--- src/hw/rtl/chunk_frame_header_checker_assert.svh ---
// assertion macros shared by the frame header checker modules
`ifndef CHUNK_FRAME_HEADER_CHECKER_ASSERT_SVH
`define CHUNK_FRAME_HEADER_CHECKER_ASSERT_SVH
`ifndef SYNTHESIS
// same-cycle implication, sampled on clk, off while in reset
`define CFHC_ASSERT_IMPL(label, ante, cons) \
    label: assert property (@(posedge clk) disable iff (!rst_n) (ante) |-> (cons)) \
        else $error("cfhc assertion failed");
// next-cycle implication, sampled on clk, off while in reset
`define CFHC_ASSERT_NEXT(label, ante, cons) \
    label: assert property (@(posedge clk) disable iff (!rst_n) (ante) |=> (cons)) \
        else $error("cfhc assertion failed");
`else
`define CFHC_ASSERT_IMPL(label, ante, cons)
`define CFHC_ASSERT_NEXT(label, ante, cons)
`endif
`endif

--- src/hw/rtl/cfhc_pkg.sv ---
// shared types and constants of the frame header checker
package cfhc_pkg;

    localparam int HEADER_BYTES = 32;
    localparam int HDR_IDX_W    = $clog2(HEADER_BYTES);
    localparam int HDR_BITS     = HEADER_BYTES * 8;
    localparam int COUNT_W      = 17;
    localparam logic [COUNT_W-1:0] COUNT_MAX = {COUNT_W{1'b1}};

    // frame mark "EIT1" and flag bits of header byte five
    localparam logic [7:0] MARK_B0    = 8'h45;
    localparam logic [7:0] MARK_B1    = 8'h49;
    localparam logic [7:0] MARK_B2    = 8'h54;
    localparam logic [7:0] MARK_B3    = 8'h31;
    localparam logic [7:0] FLAG_FIRST = 8'h01;
    localparam logic [7:0] FLAG_LAST  = 8'h02;

    localparam int QUEUE_DEPTH = 2;  // power of two
    localparam int QPTR_W      = $clog2(QUEUE_DEPTH);
    localparam int QCNT_W      = $clog2(QUEUE_DEPTH + 1);

    localparam int CFG_IDX_W  = 2;
    localparam int CFG_DATA_W = 32;
    localparam int TDATA_W    = 192;

    typedef enum logic [CFG_IDX_W-1:0] {
        CFG_MAX_FRAME   = 2'd0,
        CFG_MAX_ITEM    = 2'd1,
        CFG_EXP_VERSION = 2'd2
    } cfg_idx_t;

    typedef enum logic [3:0] {
        ST_OK        = 4'd0,
        ST_LENGTH    = 4'd1,
        ST_MAGIC     = 4'd2,
        ST_VERSION   = 4'd3,
        ST_HEADER    = 4'd4,
        ST_ITEM_LEN  = 4'd5,
        ST_NUMBERING = 4'd6,
        ST_FLAGS     = 4'd7,
        ST_CHUNK_LEN = 4'd8,
        ST_RANGE     = 4'd9
    } status_t;

    typedef enum logic {
        KIND_PAYLOAD = 1'b0,
        KIND_SUMMARY = 1'b1
    } kind_t;

    typedef struct packed {
        logic [15:0] max_frame;
        logic [31:0] max_item;
        logic [7:0]  exp_version;
    } cfg_t;

    // one queue entry: a payload byte, an end of frame, or both
    typedef struct packed {
        logic [7:0]          data;
        logic                eof;
        logic                has_pay;
        logic [COUNT_W-1:0]  count;
        logic [HDR_BITS-1:0] hdr;
    } q_entry_t;

    typedef struct packed {
        kind_t       kind;
        logic [7:0]  payload_byte;
        status_t     status;
        logic [31:0] transfer_id;
        logic [31:0] total_item_bytes;
        logic [31:0] item_checksum;
        logic [31:0] chunk_offset;
        logic [15:0] chunk_index;
        logic [15:0] chunk_count;
        logic [15:0] payload_length;
        logic        last_of_run;
    } result_t;

endpackage

--- src/hw/rtl/cfhc_back.sv ---
// back part: header checks, result sequencing and output register
`include "chunk_frame_header_checker_assert.svh"

module cfhc_back (
    input  logic                clk,
    input  logic                rst_n,
    input  cfhc_pkg::cfg_t      cfg,
    input  logic                q_valid,
    input  cfhc_pkg::q_entry_t  q_head,
    output logic                q_pop,
    output logic                out_valid,
    input  logic                out_ready,
    output cfhc_pkg::result_t   out_res
);
    import cfhc_pkg::*;

    typedef struct packed {
        logic short_frame;
        logic too_long;
        logic bad_magic;
        logic bad_version;
        logic bad_header;
        logic bad_item;
        logic bad_numbering;
        logic bad_flags;
        logic bad_chunk_len;
        logic bad_range;
    } chk_flags_t;

    function automatic logic [7:0] hbyte(input logic [HDR_BITS-1:0] h, input int at);
        return h[at*8 +: 8];
    endfunction

    function automatic logic [15:0] get16(input logic [HDR_BITS-1:0] h, input int at);
        return {hbyte(h, at + 1), hbyte(h, at)};
    endfunction

    function automatic logic [31:0] get32(input logic [HDR_BITS-1:0] h, input int at);
        return {get16(h, at + 2), get16(h, at)};
    endfunction

    // check stage registers
    logic        s1_valid_reg;
    logic        s1_pend_reg;
    logic [7:0]  s1_data_reg;
    logic        s1_eof_reg;
    chk_flags_t  s1_flags_reg;
    logic [31:0] s1_tid_reg;
    logic [31:0] s1_total_reg;
    logic [31:0] s1_csum_reg;
    logic [31:0] s1_off_reg;
    logic [15:0] s1_idx_reg;
    logic [15:0] s1_cnt_reg;
    logic [15:0] s1_plen_reg;

    logic        out_valid_reg;
    result_t     out_res_reg;

    logic               full;
    logic [COUNT_W-1:0] pay;
    logic [31:0]        f_tid;
    logic [31:0]        f_total;
    logic [31:0]        f_csum;
    logic [31:0]        f_off;
    logic [15:0]        f_idx;
    logic [15:0]        f_cnt;
    logic [15:0]        f_plen;
    logic [15:0]        decl;
    logic [7:0]         exp_flags;
    chk_flags_t         flags;
    logic               out_free;
    logic               emit;
    logic               s1_done;
    logic               s1_load;
    status_t            status;
    result_t            res_next;

    // decode of the queue head
    always_comb
    begin
        full    = q_head.count >= COUNT_W'(HEADER_BYTES);
        pay     = q_head.count - COUNT_W'(HEADER_BYTES);
        f_tid   = full ? get32(q_head.hdr, 8) : '0;
        f_total = full ? get32(q_head.hdr, 12) : '0;
        f_csum  = full ? get32(q_head.hdr, 16) : '0;
        f_off   = full ? get32(q_head.hdr, 20) : '0;
        f_idx   = full ? get16(q_head.hdr, 24) : '0;
        f_cnt   = full ? get16(q_head.hdr, 26) : '0;
        f_plen  = !full ? '0 : (pay[COUNT_W-1] ? 16'hFFFF : pay[15:0]);
        decl    = get16(q_head.hdr, 28);
        exp_flags = ((f_idx == '0) ? FLAG_FIRST : 8'h00)
                  | (({1'b0, f_idx} + 17'd1 == {1'b0, f_cnt}) ? FLAG_LAST : 8'h00);
    end

    // independent checks, prioritised on the way out
    always_comb
    begin
        flags.short_frame   = !full;
        flags.too_long      = q_head.count > {1'b0, cfg.max_frame};
        flags.bad_magic     = (hbyte(q_head.hdr, 0) != MARK_B0)
                           || (hbyte(q_head.hdr, 1) != MARK_B1)
                           || (hbyte(q_head.hdr, 2) != MARK_B2)
                           || (hbyte(q_head.hdr, 3) != MARK_B3);
        flags.bad_version   = hbyte(q_head.hdr, 4) != cfg.exp_version;
        flags.bad_header    = (get16(q_head.hdr, 6) != 16'(HEADER_BYTES))
                           || (get16(q_head.hdr, 30) != '0);
        flags.bad_item      = (f_total == '0) || (f_total > cfg.max_item);
        flags.bad_numbering = (f_cnt == '0) || ({16'b0, f_cnt} > f_total)
                           || (f_idx >= f_cnt);
        flags.bad_flags     = hbyte(q_head.hdr, 5) != exp_flags;
        flags.bad_chunk_len = (decl == '0) || ({1'b0, decl} != pay);
        flags.bad_range     = (f_off >= f_total)
                           || ({{(32-COUNT_W){1'b0}}, pay} > (f_total - f_off));
    end

    // stage handshakes
    assign out_free = !out_valid_reg || out_ready;
    assign emit     = s1_valid_reg && out_free;
    assign s1_done  = emit && !(s1_pend_reg && s1_eof_reg);
    assign s1_load  = q_valid && (!s1_valid_reg || s1_done);
    assign q_pop    = s1_load;

    always_ff @(posedge clk or negedge rst_n)
    begin
        if (!rst_n)
        begin
            s1_valid_reg <= 1'b0;
            s1_pend_reg  <= 1'b0;
        end
        else
        begin
            if (s1_load)
            begin
                s1_valid_reg <= 1'b1;
                s1_pend_reg  <= q_head.has_pay;
            end
            else if (s1_done)
            begin
                s1_valid_reg <= 1'b0;
                s1_pend_reg  <= 1'b0;
            end
            else if (emit)
            begin
                s1_pend_reg  <= 1'b0;
            end
        end
    end

    always_ff @(posedge clk)
    begin
        if (s1_load)
        begin
            s1_data_reg  <= q_head.data;
            s1_eof_reg   <= q_head.eof;
            s1_flags_reg <= flags;
            s1_tid_reg   <= f_tid;
            s1_total_reg <= f_total;
            s1_csum_reg  <= f_csum;
            s1_off_reg   <= f_off;
            s1_idx_reg   <= f_idx;
            s1_cnt_reg   <= f_cnt;
            s1_plen_reg  <= f_plen;
        end
    end

    // status in order of priority
    always_comb
    begin
        if (s1_flags_reg.short_frame || s1_flags_reg.too_long)
        begin
            status = ST_LENGTH;
        end
        else if (s1_flags_reg.bad_magic)
        begin
            status = ST_MAGIC;
        end
        else if (s1_flags_reg.bad_version)
        begin
            status = ST_VERSION;
        end
        else if (s1_flags_reg.bad_header)
        begin
            status = ST_HEADER;
        end
        else if (s1_flags_reg.bad_item)
        begin
            status = ST_ITEM_LEN;
        end
        else if (s1_flags_reg.bad_numbering)
        begin
            status = ST_NUMBERING;
        end
        else if (s1_flags_reg.bad_flags)
        begin
            status = ST_FLAGS;
        end
        else if (s1_flags_reg.bad_chunk_len)
        begin
            status = ST_CHUNK_LEN;
        end
        else if (s1_flags_reg.bad_range)
        begin
            status = ST_RANGE;
        end
        else
        begin
            status = ST_OK;
        end
    end

    // payload item first, then the summary
    always_comb
    begin
        res_next = '0;
        if (s1_pend_reg)
        begin
            res_next.kind         = KIND_PAYLOAD;
            res_next.payload_byte = s1_data_reg;
            res_next.status       = ST_OK;
            res_next.last_of_run  = !s1_eof_reg;
        end
        else
        begin
            res_next.kind             = KIND_SUMMARY;
            res_next.status           = status;
            res_next.transfer_id      = s1_tid_reg;
            res_next.total_item_bytes = s1_total_reg;
            res_next.item_checksum    = s1_csum_reg;
            res_next.chunk_offset     = s1_off_reg;
            res_next.chunk_index      = s1_idx_reg;
            res_next.chunk_count      = s1_cnt_reg;
            res_next.payload_length   = s1_plen_reg;
            res_next.last_of_run      = 1'b1;
        end
    end

    // output register
    always_ff @(posedge clk or negedge rst_n)
    begin
        if (!rst_n)
        begin
            out_valid_reg <= 1'b0;
        end
        else if (emit)
        begin
            out_valid_reg <= 1'b1;
        end
        else if (out_ready)
        begin
            out_valid_reg <= 1'b0;
        end
    end

    always_ff @(posedge clk)
    begin
        if (emit)
        begin
            out_res_reg <= res_next;
        end
    end

    assign out_valid = out_valid_reg;
    assign out_res   = out_res_reg;

    `CFHC_ASSERT_IMPL(a_pend_needs_valid, s1_pend_reg, s1_valid_reg)
    `CFHC_ASSERT_IMPL(a_summary_needs_eof, s1_valid_reg && !s1_pend_reg, s1_eof_reg)

endmodule

--- config.mk ---
export PLATFORM = sky130hd
export DESIGN_NAME = cfhc_back
export DESIGN_NICKNAME = d
export VERILOG_FILES = /design/src/hw/rtl/cfhc_pkg.sv /design/src/hw/rtl/cfhc_back.sv
export VERILOG_INCLUDE_DIRS = /design/src /design/src/hw/rtl
export SDC_FILE = /design/constraint.sdc
export NUM_CORES = 1
export LEC_CHECK = 0
export BUFFER_PORTS_ARGS = -buffer_cell sky130_fd_sc_hd__buf_2
export CORE_MARGIN = 2
export CORE_UTILIZATION = 49
export CTS_BUF_LIST = sky130_fd_sc_hd__clkbuf_16
export DETAILED_ROUTE_END_ITERATION = 10
export PLACE_DENSITY_LB_ADDON = 0.2
export SYNTH_ARGS = -nofsm -noshare
export SYNTH_HDL_FRONTEND = slang
export SYNTH_SLANG_ARGS = --single-unit
--- constraint.sdc ---
create_clock -name clk -period 7.45 [get_ports clk]
set_input_delay 0.745 -clock clk [delete_from_list [all_inputs] [get_ports clk]]
set_output_delay 0.745 -clock clk [all_outputs]
set_load 0.005 [all_outputs]
# Word-level counts from Yosys, hierarchy flattened
# Index checks and enable logic that the tools add are counted.
totals:
  inputBits: 343
  register_bits: 388
  out_inout_bits: 192
op_classes:
  reduce_logical: 32
  add_sub_neg: 3
  eq_ne: 9
  bitwise: 1
  n_mux: 24
  order_cmp: 7
ops:
  columns: ["cell", "n"]
  rows:
  - ["two-way mux 32 bit", 2]
  - ["zero test 16 bit", 3]
  - ["two-way mux 16 bit", 3]
  - ["greater-or-equal comparator 32 bit", 1]
  - ["greater-than comparator 16 x 32 -> 1 bit", 1]
  - ["greater-than comparator 17 x 32 -> 1 bit", 1]
  - ["greater-than comparator 32 bit", 1]
  - ["zero test 32 bit", 1]
  - ["subtractor 32 bit", 1]
  - ["!= test 8 x 7 -> 1 bit, second input constant", 3]
  - ["adder 16 x 1 -> 17 bit, second input constant", 1]
  - ["equality test 17 x 16 -> 1 bit", 1]
  - ["greater-or-equal comparator 17 x 6 -> 1 bit, second input constant", 1]
  - ["greater-than comparator 17 x 16 -> 1 bit", 1]
  - ["!= test 16 x 17 -> 1 bit", 1]
  - ["subtractor 17 x 6 -> 17 bit, second input constant", 1]
  - ["greater-or-equal comparator 16 bit", 1]
  - ["!= test 16 x 6 -> 1 bit, second input constant", 1]
  - ["nonzero test 16 bit", 1]
  - ["logical OR 1 bit", 12]
  - ["two-way mux 3 bit", 4]
  - ["two-way mux 1 bit", 10]
  - ["two-way mux 4 bit", 2]
  - ["!= test 8 x 2 -> 1 bit", 1]
  - ["11 further kinds", 21]

# Longest topological paths before layout
# Gate-level depths: netlist of the first run.
logic_depth:
  word_depth: 9
  mapped_depth: 29
  ltp_nobuf: 25

# Least setup slack after synthesis of the first run
# Ideal clock, no wire load.
synth_timing:
  kind: "input to output"
  from: "input port out_ready"
  to: "output port q_pop"
  arrival_time_ns: 5.481
  slack_ns: 1.224
  required_ns: 6.705
  cell_stages: 4
  path_cell_list: "nand2b_1 -> nand2_1 -> nand2_1 -> and2_1"
synth_between:
  elab_chain_len: 5
synth_lines:
  columns: ["item", "line_no", "text"]
  rows:
  - ["start: declaration", "cfhc_back.sv:12", "input logic out_ready,"]
  - ["logical OR 1 bit", "cfhc_back.sv:117", "assign out_free = !out_valid_reg || out_ready;"]
  - ["logical AND 1 bit", "cfhc_back.sv:118", "assign emit = s1_valid_reg && out_free;"]
  - ["logical AND 1 bit", "cfhc_back.sv:119", "assign s1_done = emit && !(s1_pend_reg && s1_eof_reg);"]
  - ["logical OR 1 bit", "cfhc_back.sv:120", "assign s1_load = q_valid && (!s1_valid_reg || s1_done);"]
  - ["logical AND 1 bit", "cfhc_back.sv:120", null]
  - ["end: declaration", "cfhc_back.sv:10", "output logic q_pop,"]
# No other way between the ends.

==> run_results.csv, run 1 <==
group,metric,value,unit
finish,design_area,0.0246,mm^2
routing,drt_pre_antenna_iters,5,
critical_path,worstPathArrival,6500,ps
finish,multi_input_area,0.00765,mm^2
critical_path,crit_fanout,57,
timing,relSlewSlack,29.0,%
synthesis,ys_types,76,
critical_path,cp-end-kind,"flop",
critical_path,rr_startpoint,"s1_pend_reg$_DFFE_PN0P_",
power,peakVddDrop,0.143,mV
finish,final_cell_count_no_fill,2785,
routing,drt_iter0_markers,1204,
clock_network,postCtsResizedCells,0,
floorplanning,die_h,206,um
routing,drt_wl_total,59800,um
routing,viasPerCell,5.50,
floorplanning,ios,535,
global_route,grt_use_total,27.6,%
floorplanning,die-area,0.0425,mm^2
placed_design,placedInstanceArea,0.0232,mm^2
flow_run,max_cap_viol_count,0,
placed_design,place.gp.congestion,0.924,
clock_network,cts_buffers,43,
synthesis,ys_ff_latch,388,
critical_path,r2r_cells,5,
floorplanning,die_x,206,um
routing,drtAntennaViolNets,0,
synthesis,synth_edf_count,385,
synthesis,synth_flop_cell,"edfxtp_1",
timing,grt_setup_unrepaired,"no",
routing,drc,0,
min_path,min_delay_path_depth,1,
min_path,hp-start,"q_head[275]",
floorplanning,coreArea,0.0406,mm^2
finish,largest_reg_flops,190,
clock_network,clk_pin_slew,60,ps
placed_design,portBuffers,534,
critical_path,start_kind,"input pin",
clock_network,cts_tree,"built",
placed_design,post-place-cells,2697,
finish,fillerInstances,3308,
routing,wire_per_inst,21.5,um
critical_path,required,7900,ps
status,outcome,"finished clean",
synthesis,syn-num-nets,2152,
finish,regArea,0.0116,mm^2
floorplanning,rows,74,
clock_network,clock-sinks,388,
timing,drv_slew,0,
finish,fin_nets,2687,
placed_design,dp_hpwl,45800,um
min_path,worstHoldEndpoint,"s1_data_reg[0]$_DFFE_PP_",
synthesis,ys_warn_count,0,
finish,post-route-util,60.7,%
clock_network,post-cts-setup-buffers,0,
synthesis,avgSynthCellArea,11.9,um^2
global_route,antenna_found_initial,8,
timing,hold_violations,0,
clock_network,insertion_delay,580,ps
critical_path,regToRegSetupSlack,4060,ps
timing,fin_setup_tns,0,ps
timing,skew,22.0,ps
synthesis,async_flop_share,0.773,%
power,leakage,10.8,nW
power,p_total,5.88,mW
global_route,gr-total-overflow,0,
timing,setup_viol,0,
placed_design,pre_cts_ws,837,ps
finish,drive_gt1_share,27.6,%
timing,whs,350,ps
timing,finalWorstSetupSlack,1400,ps
clock_network,cts.path.max_buffers,3,
critical_path,worstSetupPathType,"in -> reg",
timing,fin_crit,6050,ps
timing,worst_slew_pin_slew,1070,ps
global_route,grt_max_degree,106,
routing,dr_total_vias,15300,
synthesis,synthCells,1676,
floorplanning,initial_utilization,49.3,%
min_path,hold_class,"in -> reg",
global_route,first_global_vias,14700,
synthesis,syn_area,0.0200,mm^2
global_route,grt_pass1_wl,87700,um
finish,syn2layout_area_growth,23.1,%
clock_network,htree_num_levels,2,
timing,max_freq,165,MHz
timing,min_period_over_period,81.2,%
clock_network,cts_root_buffer,"clkbuf_16",
synthesis,ys_seq_area_share,58.2,%
critical_path,r2r_end,"s1_plen_reg[4]$_SDFFCE_PP0P_",
power,power_density,239,mW/mm^2
==> cell families (layout without fill, tap and decap cells) <==
group                      Yosys count  count (layout)  share of synthesized area [%]
and+or+nand+nor                    642             642                           18.2
other                                0               8                              0
DFF                                388             388                           58.2
adders and majority gates          133             133                           8.36
xor gates and xnor gates            68              68                           2.98
buffers and inverters              192             761                           3.62
muxes                                2               2                          0.100
AOI/OAI and AO/OA                  251             251                           8.59
==> repair_timing <==
action / in CTS / in global routing
hold endpoints to repair: 3 / 0
hold buffers: 1 / 0
endpoints found under the setup margin: 0 / 0
==> layout by cell type, fill, tap and decap left out, types with 8 or more instances in the layout <==
cell type / Yosys / final
and3_1: 15 / 15
o211ai_1: 8 / 8
nor3_1: 15 / 15
nand2_1: 106 / 106
edfxtp_1: 385 / 385
clkinv_1: 1 / 13
o21a_1: 14 / 14
a21oi_1: 66 / 66
xnor2_1: 27 / 27
a211oi_1: 9 / 9
buf_4: 0 / 9
and2_1: 110 / 108
clkbuf_16: 0 / 43
a21o_1: 41 / 41
xor2_1: 41 / 41
ha_1: 132 / 132
inv_1: 136 / 145
nor4_1: 36 / 36
nand3_1: 23 / 23
diode_2: 0 / 8
o21ai_0: 41 / 41
buf_2: 3 / 534
and4_1: 11 / 11
a31oi_1: 8 / 8
nor2b_1: 185 / 185
nand4_1: 34 / 34
nor2_1: 61 / 61
nand2b_1: 14 / 14
==> worst max-delay path by stage <==
| stage | start | end | slack (ps) | depth (start not counted) |
|---|---|---|---|---|
| after floorplan | out_ready | q_pop | 1220 | 4 |
| after detailed placement | q_head[271] | s1_flags_reg[0]$_DFFE_PP_ | 840 | 25 |
| after CTS | q_head[271] | s1_flags_reg[0]$_DFFE_PP_ | 1430 | 25 |
| after global placement | q_head[271] | s1_flags_reg[0]$_DFFE_PP_ | 930 | 25 |
| final | q_head[271] | s1_flags_reg[0]$_DFFE_PP_ | 1400 | 25 |
| after global routing | q_head[271] | s1_flags_reg[0]$_DFFE_PP_ | 900 | 25 |
==> area by class of cell <==
class / count / area share, %
well taps: 532 / 2.70
inverters: 138 / 2.10
clock inverters: 36 / 1.19
diodes: 8 / 0.0813
clock buffers: 43 / 4.37
repair buffers: 544 / 11.2
flip-flops and latches: 388 / 47.3
multi-input cells: 1096 / 31.1
==> cell usage after synthesis, types with 8 or more instances <==
cell type | number | area share, %
ha_1 | 132 | 8.3
nand3_1 | 23 | 0.58
a31oi_1 | 8 | 0.25
edfxtp_1 | 385 | 58
xor2_1 | 41 | 1.8
a21o_1 | 41 | 1.5
o211ai_1 | 8 | 0.30
nand4_1 | 34 | 1.1
inv_1 | 136 | 2.6
and4_1 | 11 | 0.48
o21a_1 | 14 | 0.53
a21oi_1 | 66 | 1.7
nand2_1 | 106 | 2.0
clkbuf_1 | 47 | 0.88
nand2b_1 | 14 | 0.44
nor2_1 | 61 | 1.1
nor4_1 | 36 | 1.1
nor2b_1 | 185 | 5.8
and2_1 | 110 | 3.4
nor3_1 | 15 | 0.38
and3_1 | 15 | 0.47
xnor2_1 | 27 | 1.2
a211oi_1 | 9 | 0.34
o21ai_0 | 41 | 1.0
==> where the power goes <==
| group | total, mW | internal [mW] | switching (mW) |
|---|---|---|---|
| combinational | 1.01 | 0.406 | 0.603 |
| clock | 2.07 | 1.20 | 0.873 |
| sequential | 2.81 | 2.71 | 0.0934 |
==> layer usage <==
| layer | wire length, um | global-route usage, % |
|---|---|---|
| met1 | 25000 | 37.5 |
| met2 | 27900 | 44.1 |
| met3 | 4870 | 5.71 |
| met4 | 1950 | 10.1 |
| met5 | 0 | 0 |
==> worst max-delay path: stages <==
cell and delay, ps:
buf_2 120, or4_4 550, a211oi_2 520, nand2_4 200, buf_4 340, nand2_1 190, ha_1 300, nor2b_1 180
o311ai_1 460, a31o_2 260, nand2b_1 90, a21o_1 180, a21o_1 200, a21o_1 180, a21oi_1 170, xor2_1 90
ha_1 290, and3_1 200, nand4_1 110, nor3_1 200, a221o_1 170, o21ai_0 100, a2111oi_0 400, nand4_1 140
nand2_1 90
Note: power is estimated with default switching activity, not from simulation.
==> run 2, diff against run 1 <==
clock period = 5.9 ns   (was 7.45 ns; I/O delays follow)
==> run 2 against run 1 <==
Non-clock buffer count grew 17. Flip-flop and latch count stayed put. Critical path type unchanged. Critical endpoint unchanged. Hold slack got worse by 150 ps. Highest routed layer is now met5. Clock-buffer cell count shrank 1. Final cell count increased by 0.54%. Routed wire length shrank 0.62%. Combinational power rose by 30%. Global-route usage is 0.44 points lower. Register-to-register slack lost 570 ps. Die area is the same.
==> run_results.csv, run 2 (synthesized netlist as in run 1, its figures left out) <==
group,metric,value,unit
floorplanning,die-area,0.0425,mm^2
clock_network,post-cts-setup-buffers,0,
placed_design,portBuffers,534,
placed_design,place.gp.congestion,0.964,
min_path,worstHoldEndpoint,"s1_data_reg[1]$_DFFE_PP_",
timing,drv_slew,0,
critical_path,r2r_end,"s1_idx_reg[0]$_DFFE_PP_",
timing,worst_slew_pin_slew,935,ps
floorplanning,ios,535,
floorplanning,rows,74,
flow_run,max_cap_viol_count,0,
timing,grt_setup_unrepaired,"no",
placed_design,post-place-cells,2714,
placed_design,placedInstanceArea,0.0234,mm^2
global_route,gr-total-overflow,0,
clock_network,clock-sinks,388,
timing,min_period_over_period,94.1,%
timing,setup_viol,0,
critical_path,worstSetupPathType,"in -> reg",
critical_path,cp-end-kind,"flop",
floorplanning,die_h,206,um
clock_network,cts_buffers,41,
critical_path,cpPeakStageDelay,560,ps
critical_path,cp_slowest_cell,"or4_4",
routing,drc,0,
timing,max_freq,180,MHz
finish,fillerInstances,3325,
routing,drt_wl_total,59400,um
finish,drive_gt1_share,28.4,%
finish,final_common_cell,"buf_2",
finish,design_area,0.0248,mm^2
min_path,min_delay_path_depth,1,
critical_path,r2r_cells,5,
critical_path,start_kind,"input pin",
routing,wire_per_inst,21.2,um
routing,drtAntennaViolNets,0,
finish,syn2layout_area_growth,23.9,%
finish,fin_nets,2702,
routing,drt_pre_antenna_iters,7,
finish,largest_reg_flops,190,
routing,viasPerCell,5.41,
clock_network,clk_pin_slew,60,ps
min_path,hold_class,"in -> reg",
floorplanning,die_x,206,um
clock_network,cts.path.max_buffers,3,
timing,skew,8.28,ps
clock_network,htree_num_levels,2,
global_route,first_global_vias,14700,
power,power_density,300,mW/mm^2
timing,hold_violations,0,
finish,final_cell_mix,"534 x buf_2, 385 x edfxtp_1, 185 x nor2b_1, 143 x inv_1, 132 x ha_1",
routing,drt_iter0_markers,932,
finish,regArea,0.0116,mm^2
finish,final_cell_count_no_fill,2800,
timing,relSlewSlack,37.7,%
global_route,grt_use_total,27.2,%
global_route,grt_pass1_wl,86500,um
clock_network,insertion_delay,570,ps
critical_path,required,6340,ps
status,outcome,"finished clean",
critical_path,regToRegSetupSlack,3490,ps
clock_network,cts_tree,"built",
critical_path,cpMostUsedCell,"a21o_1",
placed_design,dp_hpwl,45300,um
timing,fin_crit,5550,ps
clock_network,cts_root_buffer,"clkbuf_16",
min_path,hp-start,"q_head[276]",
floorplanning,coreArea,0.0406,mm^2
floorplanning,initial_utilization,49.3,%
finish,multi_input_area,0.00766,mm^2
power,peakVddDrop,0.255,mV
critical_path,crit_fanout,18,
routing,dr_total_vias,15100,
global_route,grt_max_degree,159,
power,leakage,10.8,nW
global_route,antenna_found_initial,14,
critical_path,rr_startpoint,"s1_pend_reg$_DFFE_PN0P_",
critical_path,worstPathArrival,5990,ps
-- run 2: changes by cell type in the layout (fill, tap and decap cells not counted), moves of 2 or more --
cell      delta
buf_4       +15
clkinv_1     -4
buf_12       +2
inv_1        -2
-- run 2: report_power, final --
group | internal (mW) | switching [mW] | total [mW]
clock network | 1.53 | 1.09 | 2.62
registers | 3.42 | 0.0901 | 3.51
logic | 0.522 | 0.786 | 1.31
-- run 2: how the worst max path moves through the flow --
stage / startpoint / endpoint / slack [ps]
after global routing: q_head[271] / s1_flags_reg[0]$_DFFE_PP_ / 70
after detailed placement: q_head[271] / s1_flags_reg[0]$_DFFE_PP_ / -310
final: q_head[271] / s1_flags_reg[0]$_DFFE_PP_ / 350
after global placement: q_head[271] / s1_flags_reg[0]$_DFFE_PP_ / -30
after CTS: q_head[271] / s1_flags_reg[0]$_DFFE_PP_ / 250
after floorplan: q_head[271] / s1_flags_reg[0]$_DFFE_PP_ / 180
-- run 2: area by class of cell --
type,instances,area share [%]
antenna,9,0.0909
clock buffer,42,4.24
clock inverter,34,1.30
inverter,138,2.09
multi-input combinational,1096,30.9
sequential,388,47.0
tap,532,2.69
timing repair buffer,561,11.7
-- run 2: stage by stage --
step / TNS, ps / setup WS, ps / util [%] / power [mW] / hold WS [ps]
floorplan: 0 / 180 / - / 4.28 / 294
global placement: -33.2 / -33.2 / 57.6 / 4.85 / 388
detailed placement: -310 / -310 / 57.6 / 4.87 / 394
CTS: 0 / 255 / 61.0 / 7.50 / 171
global route: 0 / 72.3 / 61.1 / 7.76 / 184
finish: 0 / 349 / 61.1 / 7.44 / 195
-- run 2: per-layer routing --
metal  GRT usage (%)  wire length [um]
met3            5.35              4260
met5               0                25
met4            9.01              1950
met1            37.2             25600
met2            43.6             27600
-- run 2: what timing repair did --
item                       in CTS  in global routing
hold buffers                    1                  0
resized for setup               0                  2
setup endpoints to repair       0                  1
hold endpoints to repair        3                  0
-- run 2: critical path: cells and delay by family --
kind	cells	cell delay, ps
AOI/OAI and AO/OA	10	2190
xor gates and xnor gates	1	90
adders and majority gates	2	650
buffers and inverters	3	420
and+or+nand+nor	10	2000
==> run 3, diff against run 2 <==
BUFFER_PORTS_ARGS = not set   (was -buffer_cell sky130_fd_sc_hd__buf_2)
DONT_BUFFER_PORTS = 1   (was not set)
HOLD_SLACK_MARGIN = 0.05   (was not set)
clock period = 5.4 ns   (was 5.9 ns; I/O delays follow)
==> run 3 against run 2 <==
Clock skew rose by 4.3 ps. Global-route usage shrank 1.0 points. Non-clock buffer count down 504.
==> run_results.csv, run 3 (synthesized netlist as in run 1, its figures left out) <==
group,metric,value,unit
routing,drtAntennaViolNets,0,
finish,final_common_cell,"edfxtp_1",
timing,setup_viol,0,
floorplanning,initial_utilization,49.3,%
finish,final_cell_mix,"385 x edfxtp_1, 185 x nor2b_1, 149 x inv_1, 132 x ha_1, 108 x and2_1",
placed_design,portBuffers,0,
power,peakVddDrop,0.189,mV
routing,drt_wl_total,57600,um
finish,final_cell_count_no_fill,2303,
timing,drv_slew,0,
clock_network,clock-sinks,388,
clock_network,cts_tree,"built",
global_route,gr-total-overflow,0,
routing,drc,0,
timing,max_freq,196,MHz
routing,viasPerCell,5.80,
clock_network,post-cts-setup-buffers,0,
timing,hold_violations,0,
floorplanning,die_x,206,um
power,leakage,8.85,nW
power,p_total,7.79,mW
global_route,grt_max_degree,152,
finish,post-route-util,55.1,%
critical_path,worstPathArrival,5540,ps
floorplanning,rows,74,
placed_design,post-place-cells,2201,
timing,finalWorstSetupSlack,307,ps
floorplanning,die-area,0.0425,mm^2
floorplanning,ios,535,
critical_path,cp-end-kind,"flop",
critical_path,crit_fanout,11,
routing,wire_per_inst,25.0,um
floorplanning,die_h,206,um
routing,drt_pre_antenna_iters,5,
critical_path,required,5850,ps
finish,fin_nets,2200,
flow_run,max_cap_viol_count,0,
global_route,grt_pass1_wl,82100,um
timing,fin_crit,5090,ps
timing,worst_slew_pin_slew,878,ps
critical_path,start_kind,"input pin",
timing,skew,12.6,ps
timing,grt_setup_unrepaired,"no",
routing,dr_total_vias,13400,
timing,min_period_over_period,94.3,%
clock_network,clk_pin_slew,60,ps
global_route,grt_use_total,26.2,%
clock_network,cts_buffers,43,
clock_network,insertion_delay,580,ps
finish,regArea,0.0116,mm^2
placed_design,pre_cts_ws,-163,ps
finish,syn2layout_area_growth,11.6,%
finish,fillerInstances,3348,
finish,multi_input_area,0.00767,mm^2
clock_network,cts_root_buffer,"clkbuf_16",
timing,fin_setup_tns,0,ps
clock_network,cts.path.max_buffers,3,
routing,drt_iter0_markers,1058,
power,power_density,349,mW/mm^2
timing,relSlewSlack,41.4,%
finish,drive_gt1_share,7.33,%
critical_path,worstSetupPathType,"in -> reg",
status,outcome,"finished clean",
placed_design,dp_hpwl,43000,um
global_route,first_global_vias,12900,
placed_design,place.gp.congestion,0.970,
clock_network,postCtsResizedCells,0,
finish,largest_reg_flops,190,
floorplanning,coreArea,0.0406,mm^2
clock_network,htree_num_levels,2,
min_path,hold_class,"in -> reg",
global_route,antenna_found_initial,18,
[run 3: changes by cell type in the layout (fill, tap and decap cells not counted), sizes merged, moves of 3 or more]
cell / previous run / this run
clkinv: 18 / 15
inv: 147 / 154
bufinv: 5 / 2
diode: 9 / 12
dlygate4sd3: 1 / 10
buf: 560 / 47
[run 3: final cells by class]
cell class              instances  area share [%]
well taps                     532            2.98
flip-flops and latches        388            52.1
inverters                     138            2.32
clock buffers                  43            4.82
multi-input cells            1096            34.3
diodes                         12           0.134
clock inverters                37            1.17
repair buffers                 57            2.14
[run 3: final timing paths]
check | startpoint | to | slack, ps | cells after the start
worst max register to register | s1_pend_reg$_DFFE_PN0P_ | out_res[129]$_SDFFCE_PP0P_ | 2620 | 3
worst min-delay path | q_valid | s1_valid_reg$_DFFE_PN0P_ | 80 | 1
max in group asynchronous | rst_n | s1_pend_reg$_DFFE_PN0P_ | 4970 | 1
min in group asynchronous | rst_n | s1_pend_reg$_DFFE_PN0P_ | 240 | 1
worst max-delay path | q_head[271] | s1_flags_reg[0]$_DFFE_PP_ | 310 | 24
worst min register to register | s1_data_reg[6]$_DFFE_PP_ | out_res[187]$_SDFFCE_PN0P_ | 520 | 1
[run 3: power by group]
group	total (mW)	switching [mW]	internal, mW	leakage [nW]
Combinational	1.04	0.651	0.387	4.42
Sequential	3.95	0.202	3.75	3.73
Clock	2.79	1.23	1.56	0.700
Total	7.79	2.08	5.70	8.85
[run 3: per-layer routing]
layer	vias to the layer above	routed length (um)	GRT usage, %
met5	-	89	0
met4	14	1580	8.72
met3	107	5430	8.69
met2	607	26000	40.1
met1	6463	24500	35.0
li1	6176	-	-
[run 3: critical path, stage by stage]
cell and delay [ps]:
or4_4 560, a211oi_4 250, nand2_4 160, buf_4 200, nand2_1 90, ha_1 260, nor2b_1 160, o311ai_1 310
a31o_2 250, nand2b_1 80, a21o_1 180, a21o_1 180, a21o_1 170, a21oi_1 170, xor2_1 180, ha_1 260
and3_1 180, nand4_1 100, nor3_2 50, a21oi_1 240, o2111ai_1 150, a2111oi_0 540, nand4_1 170, nand2_1 100
[run 3: through the flow]
stage / cell area, um^2 / hold slack (ps)
final: 22300 / 83.9
after global routing: 22300 / 84.8
after CTS: 22300 / 56.9
after detailed placement: 20900 / 244
after global placement: 20900 / 244
after floorplan: 20000 / 244
[run 3: timing repair]
action / 4_1_cts / 5_1_grt
hold buffers: 10 / 0
endpoints found under the setup margin: 0 / 0
hold endpoints to repair: 12 / 0
